## src/rtl/core/deq_pkg.sv

```systemverilog
`timescale 1ns / 1ps
`default_nettype none
// ----------------------------------------------------------------------------
// Deque package
// Sizes, operation and status codes, the request bundle passed from the
// pointer controller to the datapath, and the circular index helper.
// ----------------------------------------------------------------------------
package deq_pkg;

	// Queue geometry
	localparam int DEPTH   = 16;
	localparam int IDX_W   = $clog2(DEPTH);
	localparam int CNT_W   = $clog2(DEPTH + 1);
	localparam int SUM_W   = IDX_W + 1;

	// Payload widths
	localparam int VALUE_W = 32;
	localparam int OP_W    = 3;
	localparam int STAT_W  = 2;

	// Result word: front, back, count, status, padded to whole bytes
	localparam int RES_BITS = 2 * VALUE_W + CNT_W + STAT_W;
	localparam int RES_W    = ((RES_BITS + 7) / 8) * 8;
	localparam int FRONT_LO = 0;
	localparam int BACK_LO  = VALUE_W;
	localparam int CNT_LO   = 2 * VALUE_W;
	localparam int STAT_LO  = 2 * VALUE_W + CNT_W;

	// Operation codes (six and seven behave as peek)
	localparam logic [OP_W-1:0] OP_PUSH_FRONT = 3'd0;
	localparam logic [OP_W-1:0] OP_PUSH_BACK  = 3'd1;
	localparam logic [OP_W-1:0] OP_POP_FRONT  = 3'd2;
	localparam logic [OP_W-1:0] OP_POP_BACK   = 3'd3;
	localparam logic [OP_W-1:0] OP_CLEAR      = 3'd4;
	localparam logic [OP_W-1:0] OP_PEEK       = 3'd5;

	// Status codes
	localparam logic [STAT_W-1:0] ST_OK    = 2'd0;
	localparam logic [STAT_W-1:0] ST_EMPTY = 2'd1;
	localparam logic [STAT_W-1:0] ST_FULL  = 2'd2;

	// One transaction's worth of memory access and result bookkeeping
	typedef struct packed {
		logic                  wr_en;
		logic [IDX_W-1:0]      wr_addr;
		logic [VALUE_W-1:0]    wr_data;
		logic [IDX_W-1:0]      rd_front;
		logic [IDX_W-1:0]      rd_back;
		logic [CNT_W-1:0]      count;
		logic                  empty;
		logic [STAT_W-1:0]     status;
	} deq_req_t;

	// (a + b) mod DEPTH for a, b below DEPTH
	function automatic logic [IDX_W-1:0] wrap_add(input logic [IDX_W-1:0] a,
			input logic [IDX_W-1:0] b);
		logic [SUM_W-1:0] s;
		s = {1'b0, a} + {1'b0, b};
		if (s >= SUM_W'(DEPTH)) begin
			s = s - SUM_W'(DEPTH);
		end
		return s[IDX_W-1:0];
	endfunction

endpackage
`default_nettype wire

```

## src/rtl/core/double_ended_queue_core.sv

```systemverilog
`timescale 1ns / 1ps
`default_nettype none
// ----------------------------------------------------------------------------
// Double-ended queue core
// Bounded deque of signed 32-bit values in a circular RAM buffer. Each
// transaction pushes, pops, clears or peeks and returns both end entries,
// the entry count and a status.
// ----------------------------------------------------------------------------
//  Channel   Dir  tdata (low bit up)                        tuser
//  s_axis    in   value[31:0]                               opcode[2:0]
//  m_axis    out  front[31:0] back[31:0] count[4:0]
//                 status[1:0] pad                           -
//
//  An item is taken every cycle while results are drained; the pointer
//  update is done in the accept cycle, so the next item may follow at once.
//  A result passes the RAM read register and then the output register.
//  A stalled output holds the read stage, and drops s_axis_tready once
//  that stage is full. Reset empties the queue at once; no clearing pass.
// ----------------------------------------------------------------------------
module double_ended_queue_core (
	input  wire logic                        clk,
	input  wire logic                        arst_n,
	input  wire logic                        s_axis_tvalid,
	output logic                             s_axis_tready,
	input  wire logic [deq_pkg::VALUE_W-1:0] s_axis_tdata,  // value
	input  wire logic [deq_pkg::OP_W-1:0]    s_axis_tuser,  // opcode
	output logic                             m_axis_tvalid,
	input  wire logic                        m_axis_tready,
	output logic      [deq_pkg::RES_W-1:0]   m_axis_tdata   // front, back, count, status
);
	import deq_pkg::*;

	deq_req_t           req;
	logic               accept;
	logic               out_load;
	logic [VALUE_W-1:0] rd_front;
	logic [VALUE_W-1:0] rd_back;
	logic [VALUE_W-1:0] front_val;
	logic [VALUE_W-1:0] back_val;
	logic [RES_W-1:0]   res_d;

	// Read stage
	logic               valid_s1;
	logic               fwd_front_s1;
	logic               fwd_back_s1;
	logic [VALUE_W-1:0] wdata_s1;
	logic               empty_s1;
	logic [CNT_W-1:0]   count_s1;
	logic [STAT_W-1:0]  status_s1;

	// Output register
	logic               out_valid_q;
	logic [RES_W-1:0]   out_data_q;

	// Handshake
	assign out_load      = !out_valid_q || m_axis_tready;
	assign s_axis_tready = !valid_s1 || out_load;
	assign accept        = s_axis_tvalid && s_axis_tready;

	deq_ctrl u_ctrl (
		.clk    (clk),
		.arst_n (arst_n),
		.accept (accept),
		.opcode (s_axis_tuser),
		.value  (s_axis_tdata),
		.req    (req)
	);

	deq_ram #(
		.WIDTH (VALUE_W),
		.DEPTH (DEPTH)
	) u_ram (
		.clk       (clk),
		.wr_en     (accept && req.wr_en),
		.wr_addr   (req.wr_addr),
		.wr_data   (req.wr_data),
		.rd_en     (accept),
		.rd_addr_a (req.rd_front),
		.rd_addr_b (req.rd_back),
		.rd_data_a (rd_front),
		.rd_data_b (rd_back)
	);

	// Read stage control
	always_ff @(posedge clk or negedge arst_n) begin
		if (!arst_n) begin
			valid_s1 <= 1'b0;
		end else if (accept) begin
			valid_s1 <= 1'b1;
		end else if (out_load) begin
			valid_s1 <= 1'b0;
		end
	end

	// Read stage payload; forward the value written in the same cycle
	always_ff @(posedge clk) begin
		if (accept) begin
			fwd_front_s1 <= req.wr_en && (req.wr_addr == req.rd_front);
			fwd_back_s1  <= req.wr_en && (req.wr_addr == req.rd_back);
			wdata_s1     <= req.wr_data;
			empty_s1     <= req.empty;
			count_s1     <= req.count;
			status_s1    <= req.status;
		end
	end

	// Result assembly
	assign front_val = empty_s1 ? '0 : (fwd_front_s1 ? wdata_s1 : rd_front);
	assign back_val  = empty_s1 ? '0 : (fwd_back_s1 ? wdata_s1 : rd_back);

	always_comb begin
		res_d = '0;
		res_d[FRONT_LO +: VALUE_W] = front_val;
		res_d[BACK_LO +: VALUE_W]  = back_val;
		res_d[CNT_LO +: CNT_W]     = count_s1;
		res_d[STAT_LO +: STAT_W]   = status_s1;
	end

	// Output register
	always_ff @(posedge clk or negedge arst_n) begin
		if (!arst_n) begin
			out_valid_q <= 1'b0;
		end else if (out_load) begin
			out_valid_q <= valid_s1;
		end
	end

	always_ff @(posedge clk) begin
		if (out_load && valid_s1) begin
			out_data_q <= res_d;
		end
	end

	assign m_axis_tvalid = out_valid_q;
	assign m_axis_tdata  = out_data_q;

	// Checks
	a_stall_holds: assert property (@(posedge clk) disable iff (!arst_n)
		valid_s1 && !out_load |-> !accept ##1 valid_s1)
		else $error("read stage lost while output stalled");

	a_empty_err: assert property (@(posedge clk) disable iff (!arst_n)
		m_axis_tvalid && (m_axis_tdata[STAT_LO +: STAT_W] == ST_EMPTY)
		|-> m_axis_tdata[CNT_LO +: CNT_W] == '0)
		else $error("empty refusal with entries held");

	a_full_err: assert property (@(posedge clk) disable iff (!arst_n)
		m_axis_tvalid && (m_axis_tdata[STAT_LO +: STAT_W] == ST_FULL)
		|-> m_axis_tdata[CNT_LO +: CNT_W] == CNT_W'(DEPTH))
		else $error("full refusal below capacity");

	a_empty_zero: assert property (@(posedge clk) disable iff (!arst_n)
		m_axis_tvalid && (m_axis_tdata[CNT_LO +: CNT_W] == '0)
		|-> m_axis_tdata[FRONT_LO +: VALUE_W] == '0
			&& m_axis_tdata[BACK_LO +: VALUE_W] == '0)
		else $error("empty queue reports non-zero ends");

endmodule
`default_nettype wire

```

## src/rtl/core/deq_ram.sv

```systemverilog
`timescale 1ns / 1ps
`default_nettype none
// ----------------------------------------------------------------------------
// Generic RAM
// One write port, two read ports with registered read data. A read at the
// address being written returns the old contents.
// ----------------------------------------------------------------------------
module deq_ram #(
	parameter int WIDTH = 32,
	parameter int DEPTH = 16
) (
	input  wire logic                     clk,
	input  wire logic                     wr_en,
	input  wire logic [$clog2(DEPTH)-1:0] wr_addr,
	input  wire logic [WIDTH-1:0]         wr_data,
	input  wire logic                     rd_en,
	input  wire logic [$clog2(DEPTH)-1:0] rd_addr_a,
	input  wire logic [$clog2(DEPTH)-1:0] rd_addr_b,
	output logic      [WIDTH-1:0]         rd_data_a,
	output logic      [WIDTH-1:0]         rd_data_b
);

	logic [WIDTH-1:0] mem_q [DEPTH];

	// Write port
	always_ff @(posedge clk) begin
		if (wr_en) begin
			mem_q[wr_addr] <= wr_data;
		end
	end

	// Registered read ports, held while no read is issued
	always_ff @(posedge clk) begin
		if (rd_en) begin
			rd_data_a <= mem_q[rd_addr_a];
			rd_data_b <= mem_q[rd_addr_b];
		end
	end

endmodule
`default_nettype wire

```

## src/rtl/core/deq_ctrl.sv

```systemverilog
`timescale 1ns / 1ps
`default_nettype none
// ----------------------------------------------------------------------------
// Deque pointer controller
// Holds the front slot and the fill count, decodes the operation, works out
// the slot to write and the slots of the new front and back entries.
// ----------------------------------------------------------------------------
module deq_ctrl (
	input  wire logic                        clk,
	input  wire logic                        arst_n,
	input  wire logic                        accept,
	input  wire logic [deq_pkg::OP_W-1:0]    opcode,
	input  wire logic [deq_pkg::VALUE_W-1:0] value,
	output deq_pkg::deq_req_t                req
);
	import deq_pkg::*;

	logic [IDX_W-1:0] front_q;
	logic [CNT_W-1:0] count_q;
	logic [IDX_W-1:0] front_nx;
	logic [CNT_W-1:0] count_nx;
	logic [CNT_W-1:0] last_off;
	logic [IDX_W-1:0] front_dec;
	logic [IDX_W-1:0] front_inc;
	logic             full;
	logic             empty;

	assign full      = (count_q == CNT_W'(DEPTH));
	assign empty     = (count_q == '0);
	assign front_dec = (front_q == '0) ? IDX_W'(DEPTH - 1) : front_q - 1'b1;
	assign front_inc = wrap_add(front_q, IDX_W'(1));

	// Operation decode
	always_comb begin
		front_nx    = front_q;
		count_nx    = count_q;
		req.wr_en   = 1'b0;
		req.wr_addr = front_dec;
		req.wr_data = value;
		req.status  = ST_OK;
		unique case (opcode)
			OP_PUSH_FRONT: begin
				if (full) begin
					req.status = ST_FULL;
				end else begin
					front_nx  = front_dec;
					count_nx  = count_q + 1'b1;
					req.wr_en = 1'b1;
				end
			end
			OP_PUSH_BACK: begin
				req.wr_addr = wrap_add(front_q, count_q[IDX_W-1:0]);
				if (full) begin
					req.status = ST_FULL;
				end else begin
					count_nx  = count_q + 1'b1;
					req.wr_en = 1'b1;
				end
			end
			OP_POP_FRONT: begin
				if (empty) begin
					req.status = ST_EMPTY;
				end else begin
					front_nx = front_inc;
					count_nx = count_q - 1'b1;
				end
			end
			OP_POP_BACK: begin
				if (empty) begin
					req.status = ST_EMPTY;
				end else begin
					count_nx = count_q - 1'b1;
				end
			end
			OP_CLEAR: begin
				front_nx = '0;
				count_nx = '0;
			end
			default: begin
			end
		endcase

		// Read slots of the entries at either end after the step
		last_off     = count_nx - 1'b1;
		req.rd_front = front_nx;
		req.rd_back  = wrap_add(front_nx, last_off[IDX_W-1:0]);
		req.count    = count_nx;
		req.empty    = (count_nx == '0);
	end

	// Pointer state
	always_ff @(posedge clk or negedge arst_n) begin
		if (!arst_n) begin
			front_q <= '0;
			count_q <= '0;
		end else if (accept) begin
			front_q <= front_nx;
			count_q <= count_nx;
		end
	end

endmodule
`default_nettype wire
```

## config.mk

```make
export PLATFORM = sky130hd
export DESIGN_NAME = double_ended_queue_core
export DESIGN_NICKNAME = d
export VERILOG_FILES = /design/src/rtl/core/deq_pkg.sv /design/src/rtl/core/double_ended_queue_core.sv /design/src/rtl/core/deq_ram.sv /design/src/rtl/core/deq_ctrl.sv
export SDC_FILE = /design/constraint.sdc
export NUM_CORES = 1
export LEC_CHECK = 0
export ABC_AREA = 0
export ABC_CLOCK_PERIOD_IN_PS = 12430
export BUFFER_PORTS_ARGS = -buffer_cell sky130_fd_sc_hd__buf_4
export CAP_MARGIN = 30
export CORE_UTILIZATION = 50
export CTS_BUF_LIST = sky130_fd_sc_hd__clkbuf_8
export DETAILED_ROUTE_END_ITERATION = 10
export PLACE_DENSITY_LB_ADDON = 0.1
export SLEW_MARGIN = 40
export SYNTH_ARGS = -nofsm -noshare
export SYNTH_HDL_FRONTEND = slang
export SYNTH_HIERARCHICAL = 1
export SYNTH_SLANG_ARGS = --single-unit
```

## constraint.sdc

```tcl
create_clock -name clk -period 12.43 [get_ports clk]
set_input_delay 0.6215 -clock clk [delete_from_list [all_inputs] [get_ports clk]]
set_output_delay 0.6215 -clock clk [all_outputs]
set_load 0.01 [all_outputs]
```

==> results of run 1 <==
registers in the layout, indices dropped and copies added, names as in the netlist:
register         count
count_s1             5
empty_s1             1
fwd_back_s1          1
fwd_front_s1         1
m_axis_tdata        71
m_axis_tvalid        1
status_s1            2
u_ctrl/count_q       5
u_ctrl/front_q       4
u_ram/mem_q        512
u_ram/rd_data_a     32
u_ram/rd_data_b     32
valid_s1             1
wdata_s1            32
through the flow:
stage / utilization / instances / total power [uW] / cell area [um^2]
2_1_floorplan: - / 1615 / 6215 / 31000
3_3_place_gp: 0.5330 / 2404 / 7404 / 32410
3_5_place_dp: 0.5341 / 2405 / 7441 / 32480
4_1_cts: 0.5700 / 2619 / 9361 / 34660
5_1_grt: 0.5703 / 2621 / 9751 / 34680
6_report: 0.5703 / 2621 / 9283 / 34680
power groups by stage:
stage / clock [uW] / combinational [uW] / sequential (uW)
2_1_floorplan: 0 / 3100 / 3120
3_3_place_gp: 0 / 4270 / 3130
3_5_place_dp: 0 / 4300 / 3140
4_1_cts: 1960 / 4310 / 3090
5_1_grt: 2050 / 4590 / 3110
6_report: 1910 / 4290 / 3090
metal layers:
metal  vias up  track usage
li1       6966            -
met1      8695       0.3239
met2       706       0.4077
met3       145      0.04887
met4         2      0.08380
met5         -            0
timing repair:
item	4_1_cts	5_1_grt
hold buffers	1	0
endpoints found under the setup margin	0	0
hold endpoints to repair	11	0
resized for setup	0	0
worst paths after layout:
| path | end | slack, ns | cells past startpoint |
|---|---|---|---|
| worst max-delay path | u_ram/rd_data_b[0]$_DFFE_PP_ | 6.70 | 16 |
| worst min-delay path | valid_s1$_DFFE_PN0P_ | 0.13 | 2 |
| worst max register to register | u_ram/rd_data_b[0]$_DFFE_PP_ | 6.70 | 16 |
| worst min register to register | m_axis_tdata[69]$_DFFE_PP_ | 0.42 | 0 |
| max in group asynchronous | u_ctrl/front_q[3]$_DFFE_PN0P_ | 11.97 | 2 |
| min in group asynchronous | u_ctrl/count_q[4]$_DFFE_PN0P_ | 0.30 | 2 |
logic make-up after synthesis:
logic type / after synthesis / share of synthesized area
DFF: 700 / 0.6763
buffers and inverters: 159 / 0.03064
and+or+nand+nor: 225 / 0.03217
other: 1 / 0.0001210
adders and majority gates: 14 / 0.006135
AOI/OAI and AO/OA: 175 / 0.04129
xor gates and xnor gates: 17 / 0.005247
muxes: 324 / 0.2081
cell type report:
class                   instances  share of cell area
diodes                          1          0.00007216
multi-input cells             756              0.2679
well taps                     782             0.02821
clock buffers                 116             0.04604
clock inverters                97             0.01670
repair buffers                153             0.03471
flip-flops and latches        700              0.6045
inverters                      16            0.001876
placed cells by master (no fill, tap or decap), drive strengths merged, types with 5 or more instances in the layout:
master,instances
inv,43
clkinv,59
nand3,7
clkbuf,117
ha,12
o21ai,16
xnor2,7
nand2,87
edfxtp,689
a22oi,129
nor2b,7
mux2i,65
xor2,9
buf,151
a21oi,8
bufinv,6
nor3,6
mux4,256
clkinvlp,5
nand2b,7
dfrtp,11
nor2,90
==> flow_summary.json, run 1 <==
{
  "switching_share": 0.3713,
  "clockBufferDepth": 3,
  "critical-path-max-stage-delay_ns": 0.68,
  "cp-start-kind": "flop",
  "cts.root.buffer_cell": "clkbuf_8",
  "cts_tree": "done",
  "hold_class": "in2reg",
  "multi_input_comb_area_um2": 9289,
  "drt-vias-per-instance": 6.301,
  "rows": 90,
  "relative_slew_slack": 0.4556,
  "clock_power_share": 0.205,
  "post_route_cells_drive_above_1_share": 0.3254,
  "finish.net_count": 1794,
  "r2r_start": "u_ctrl/count_q[1]$_DFFE_PN0P_",
  "drt_iter0_drc": 1578,
  "worst-slew-pin-transition_ns": 0.8153,
  "globalRouteTotalUtil": 0.2447,
  "cts_inserted_buffers": 114,
  "post_synth_most_frequent_cells": "edfxtp_1 (689), mux4_2 (256), a22oi_1 (129), nor2_1 (90), nand2_1 (87)",
  "critPathBufInv": 5,
  "clock_tree.htree_level_count": 3,
  "finalHoldViolCount": 0,
  "synth.top_cells.by_area": "edfxtp_1 (67%), mux4_2 (19%), a22oi_1 (3.1%)",
  "worst_path_dominant_cell_family": "buffers and inverters",
  "routed-wl-met3_mm": 6.012,
  "synthMostInstantiatedCell": "edfxtp_1",
  "grt_start_max_net_pins": 75,
  "final.setup.worst_slack_ns": 6.703,
  "synth_area_leader_cell": "edfxtp_1",
  "average_routed_wire_per_standard_cell_um": 28.71,
  "timing.final.setup_violations": 0,
  "ys_types": 57,
  "pwr-share-seq": 0.333,
  "power_per_cell_area_nw_per_um2": 267.7,
  "synth_top_flop_cell": "edfxtp_1",
  "seqCellArea_um2": 20970,
  "ys_seq_area_frac": 0.6763,
  "clk-insertion-delay-late_ns": 0.72,
  "fill_count": 4631,
  "final_min_period_over_clock_period": 0.4607,
  "core_area_um2": 60810,
  "critical_path.endpoint_type": "flop",
  "grt_pass1_vias": 17260,
  "grt_antenna_before_repair": 2,
  "yosys_warnings": 6,
  "finalClockSkew_ns": 0.02036,
  "met2_wirelength_mm": 37.64,
  "syn_area_um2": 31000,
  "cellLeakagePower_uw": 0.01157,
  "syn_area_per_cell_um2": 19.19,
  "syn_nets": 1668,
  "timing.critical_path.slowest_stage_cell": "buf_6",
  "run_status": "finished clean",
  "vias": 16510,
  "met1_length_mm": 29.67,
  "final_max_slew_viol_count": 0,
  "cp_data_arrival_time_ns": 6.18,
  "die-width_um": 251.0,
  "route.top_layer_used": "met5",
  "drc": 0,
  "first_pass_grt_wire_length_mm": 110.6,
  "setup_total_negative_slack_ns": 0,
  "worst_ep_required_time_ns": 12.88,
  "netSwitchingPower_uw": 3447,
  "share_comb_of_total_power": 0.462,
  "die-area_um2": 63000,
  "number_of_synthesized_flops_with_an_enable_pin": 689,
  "fmaxAchievable_mhz": 174.6,
  "asyncSetResetFlopFracSynth": 0.01571,
  "die_h_um": 251.0,
  "synthDominantCellAreaShare": 0.6674,
  "io_buffer_count": 111,
  "clkSlewWorstSetupHoldPaths_ns": 0.06,
  "number_of_register_bits_inferred_by_synthesis": 700,
  "setup.worst_path.start": "u_ctrl/count_q[1]$_DFFE_PN0P_",
  "cap_violations": 0,
  "postCtsSetupRepairBufs": 0,
  "timing.hold.ws_ns": 0.1285,
  "p_int_uw": 5836,
  "dr.pass1.iters": 5,
  "postSynthCellCount": 1615,
  "design.portCount": 113,
  "final.min_clock_period_ns": 5.727,
  "detailedPlacementHpwl_mm": 38.02,
  "drt-total-wl_mm": 75.24,
  "cts_num_sinks": 700,
  "placement.setup.worst_slack_ns": 6.768,
  "critPathMaxFanout": 68,
  "timing.critical_path.cells": "inv_1, ha_1, nor3b_1, nand3_1, nand3b_1, a31oi_1, a21oi_4, buf_6, ha_4, inv_1, fa_1, inv_6, buf_6, mux4_2, a22oi_1, nand2_1",
  "global_route.overflow_total": 0,
  "syn2layout_area_growth_pct": 11.87,
  "rsz0062_at_grt": "no",
  "power.ir.vdd_worst_mv": 0.5356,
  "worstHoldStart": "s_axis_tvalid",
  "gp_routability_congestion": 0.8330,
  "initial_core_utilization": 0.5098,
  "criticalPathCategory": "reg2reg",
  "drtAntennaViolNets": 0
}
(Power assumes the default switching activity.)
==> run 2, diff against run 1 <==
--- a/config.mk
+++ b/config.mk
@@ -6,7 +6,7 @@
 export NUM_CORES = 1
 export LEC_CHECK = 0
 export ABC_AREA = 0
-export ABC_CLOCK_PERIOD_IN_PS = 12430
+export ABC_CLOCK_PERIOD_IN_PS = 5950
 export BUFFER_PORTS_ARGS = -buffer_cell sky130_fd_sc_hd__buf_4
 export CAP_MARGIN = 30
 export CORE_UTILIZATION = 50
==> constraint.sdc (replaced) <==
create_clock -name clk -period 5.95 [get_ports clk]
set_input_delay 0.2975 -clock clk [delete_from_list [all_inputs] [get_ports clk]]
set_output_delay 0.2975 -clock clk [all_outputs]
set_load 0.01 [all_outputs]
==> run 2 against run 1 <==
  * Via count grew 2.2%
  * Cell area is 1.8% higher
  * Die area stayed put
  * Worst hold slack got worse by 0.0030 ns
  * Highest routed layer unchanged
==> flow_summary.json, run 2 (synthesis gave the netlist of run 1 again) <==
{
  "run_status": "finished clean",
  "io_buffer_count": 111,
  "grt_antenna_before_repair": 1,
  "antenna-diode-count": 0,
  "global_route.overflow_total": 0,
  "globalRouteTotalUtil": 0.2585,
  "clockBufferDepth": 3,
  "core_area_um2": 60810,
  "cp-start-kind": "flop",
  "cap_violations": 0,
  "finalHoldViolCount": 0,
  "cts_repair_resize_count": 0,
  "drc": 0,
  "grt_start_max_net_pins": 88,
  "cts_inserted_buffers": 114,
  "worst-slew-pin-transition_ns": 0.8479,
  "timing.final.setup_violations": 0,
  "drtAntennaViolNets": 0,
  "cts_num_sinks": 700,
  "rsz0062_at_grt": "no",
  "worst_ep_required_time_ns": 6.51,
  "initial_core_utilization": 0.5098,
  "cellLeakagePower_uw": 0.01186,
  "detailedPlacementHpwl_mm": 44.20,
  "hold_class": "in2reg",
  "finalClockSkew_ns": 0.03065,
  "final_max_slew_viol_count": 0,
  "final_min_period_over_clock_period": 0.8020,
  "design.portCount": 113,
  "die_h_um": 251.0,
  "critPathMaxFanout": 19,
  "clock_tree.htree_level_count": 3,
  "fill_count": 4598,
  "dr.pass1.iters": 5,
  "drt_iter0_drc": 1343,
  "relative_slew_slack": 0.4334,
  "setup_total_negative_slack_ns": 0,
  "syn2layout_area_growth_pct": 13.94,
  "rows": 90,
  "largest_reg_flops": 512,
  "power_per_cell_area_nw_per_um2": 558.9,
  "clk-insertion-delay-late_ns": 0.72,
  "vias": 16880,
  "gp_routability_congestion": 0.7907,
  "grt_pass1_vias": 17660,
  "cts_hold_buffers": 39,
  "die-width_um": 251.0,
  "first_pass_grt_wire_length_mm": 116.5,
  "average_routed_wire_per_standard_cell_um": 29.62,
  "total_power_uw": 19740,
  "die-area_um2": 63000,
  "criticalPathCategory": "reg2reg",
  "clkSlewWorstSetupHoldPaths_ns": 0.06,
  "critical_path.endpoint_type": "flop",
  "cp_data_arrival_time_ns": 5.34,
  "power.ir.vdd_worst_mv": 0.6841,
  "final_common_cell": "edfxtp_1",
  "cts.root.buffer_cell": "clkbuf_8",
  "layout.cells.most_common_list": "edfxtp_1 (689), mux4_2 (256), buf_4 (142), a22oi_1 (129), clkbuf_8 (115)",
  "drt-total-wl_mm": 78.95,
  "drt-vias-per-instance": 6.334,
  "final.min_clock_period_ns": 4.772,
  "post_route_cells_drive_above_1_share": 0.3213,
  "finish.net_count": 1852,
  "cts_tree": "done",
  "postCtsSetupRepairBufs": 0,
  "largest_register": "u_ram/mem_q",
  "fmaxAchievable_mhz": 209.6
}
## run 2: changes by cell type in the layout (fill, tap and decap cells not counted), sizes merged
cell / before / now
clkbuf: 117 / 115
clkinv: 59 / 51
dlygate4sd3: 1 / 39
clkinvlp: 5 / 1
inv: 43 / 47
bufinv: 6 / 2
buf: 151 / 172
diode: 1 / 0
## run 2: worst paths after layout
kind	cells past startpoint	from	to	slack [ns]
setup / recovery	17	u_ctrl/count_q[1]$_DFFE_PN0P_	u_ram/rd_data_b[14]$_DFFE_PP_	1.18
hold / removal	3	s_axis_tuser[1]	status_s1[0]$_DFFE_PP_	0.13
setup reg to reg	17	u_ctrl/count_q[1]$_DFFE_PN0P_	u_ram/rd_data_b[14]$_DFFE_PP_	1.18
hold reg to reg	0	count_s1[0]$_DFFE_PP_	m_axis_tdata[64]$_DFFE_PP_	0.41
max in group asynchronous	3	arst_n	u_ctrl/count_q[4]$_DFFE_PN0P_	4.90
min in group asynchronous	3	arst_n	u_ctrl/count_q[3]$_DFFE_PN0P_	0.68
## run 2: metrics by stage
stage | cells | hold slack [ns] | instance area, um^2 | worst slack [ns] | util
after floorplan | 1615 | 0.001909 | 31000 | 1.339 | -
after global placement | 2410 | 0.1443 | 32590 | 1.317 | 0.5360
after detailed placement | 2425 | 0.1443 | 32900 | 1.244 | 0.5411
after CTS | 2664 | 0.05971 | 35280 | 1.231 | 0.5801
after global routing | 2665 | 0.1207 | 35320 | 0.9022 | 0.5808
final | 2665 | 0.1255 | 35320 | 1.178 | 0.5808
## run 2: where the power goes
group / switching [uW] / total, uW / leakage (uW) / internal [uW]
Clock: 1860 / 3730 / 0.00113 / 1870
Combinational: 5350 / 9550 / 0.00426 / 4200
Sequential: 217 / 6460 / 0.00646 / 6240
## run 2: layout make-up
class | instances | area, um^2 | area share
clock inverter | 85 | 400.4 | 0.01134
tap | 782 | 978.4 | 0.02770
inverter | 16 | 62.56 | 0.001771
clock buffer | 115 | 1583 | 0.04481
multi-input combinational | 756 | 9305 | 0.2635
timing repair buffer | 211 | 2026 | 0.05735
sequential | 700 | 20970 | 0.5936
## run 2: layer usage
layer | GRT usage | up-vias | wire, um
li1 | - | 7081 | -
met1 | 0.3636 | 8950 | 32770
met2 | 0.4029 | 715 | 37620
met3 | 0.05674 | 133 | 6529
met4 | 0.09059 | 2 | 2019
met5 | 0 | - | 10
## run 2: critical path, stage by stage (launching register included)
cell and delay (ns):
dfrtp_1 0.45, inv_1 0.18, ha_1 0.25, nor3b_1 0.39
o21ai_0 0.15, nand2_1 0.09, nand3_1 0.26, ha_1 0.44
inv_1 0.05, ha_1 0.26, a21o_1 0.15, a21oi_1 0.16
xnor2_1 0.14, xnor3_1 0.37, nor2b_4 0.73, buf_12 0.30
a22oi_1 0.13, nand2_1 0.12
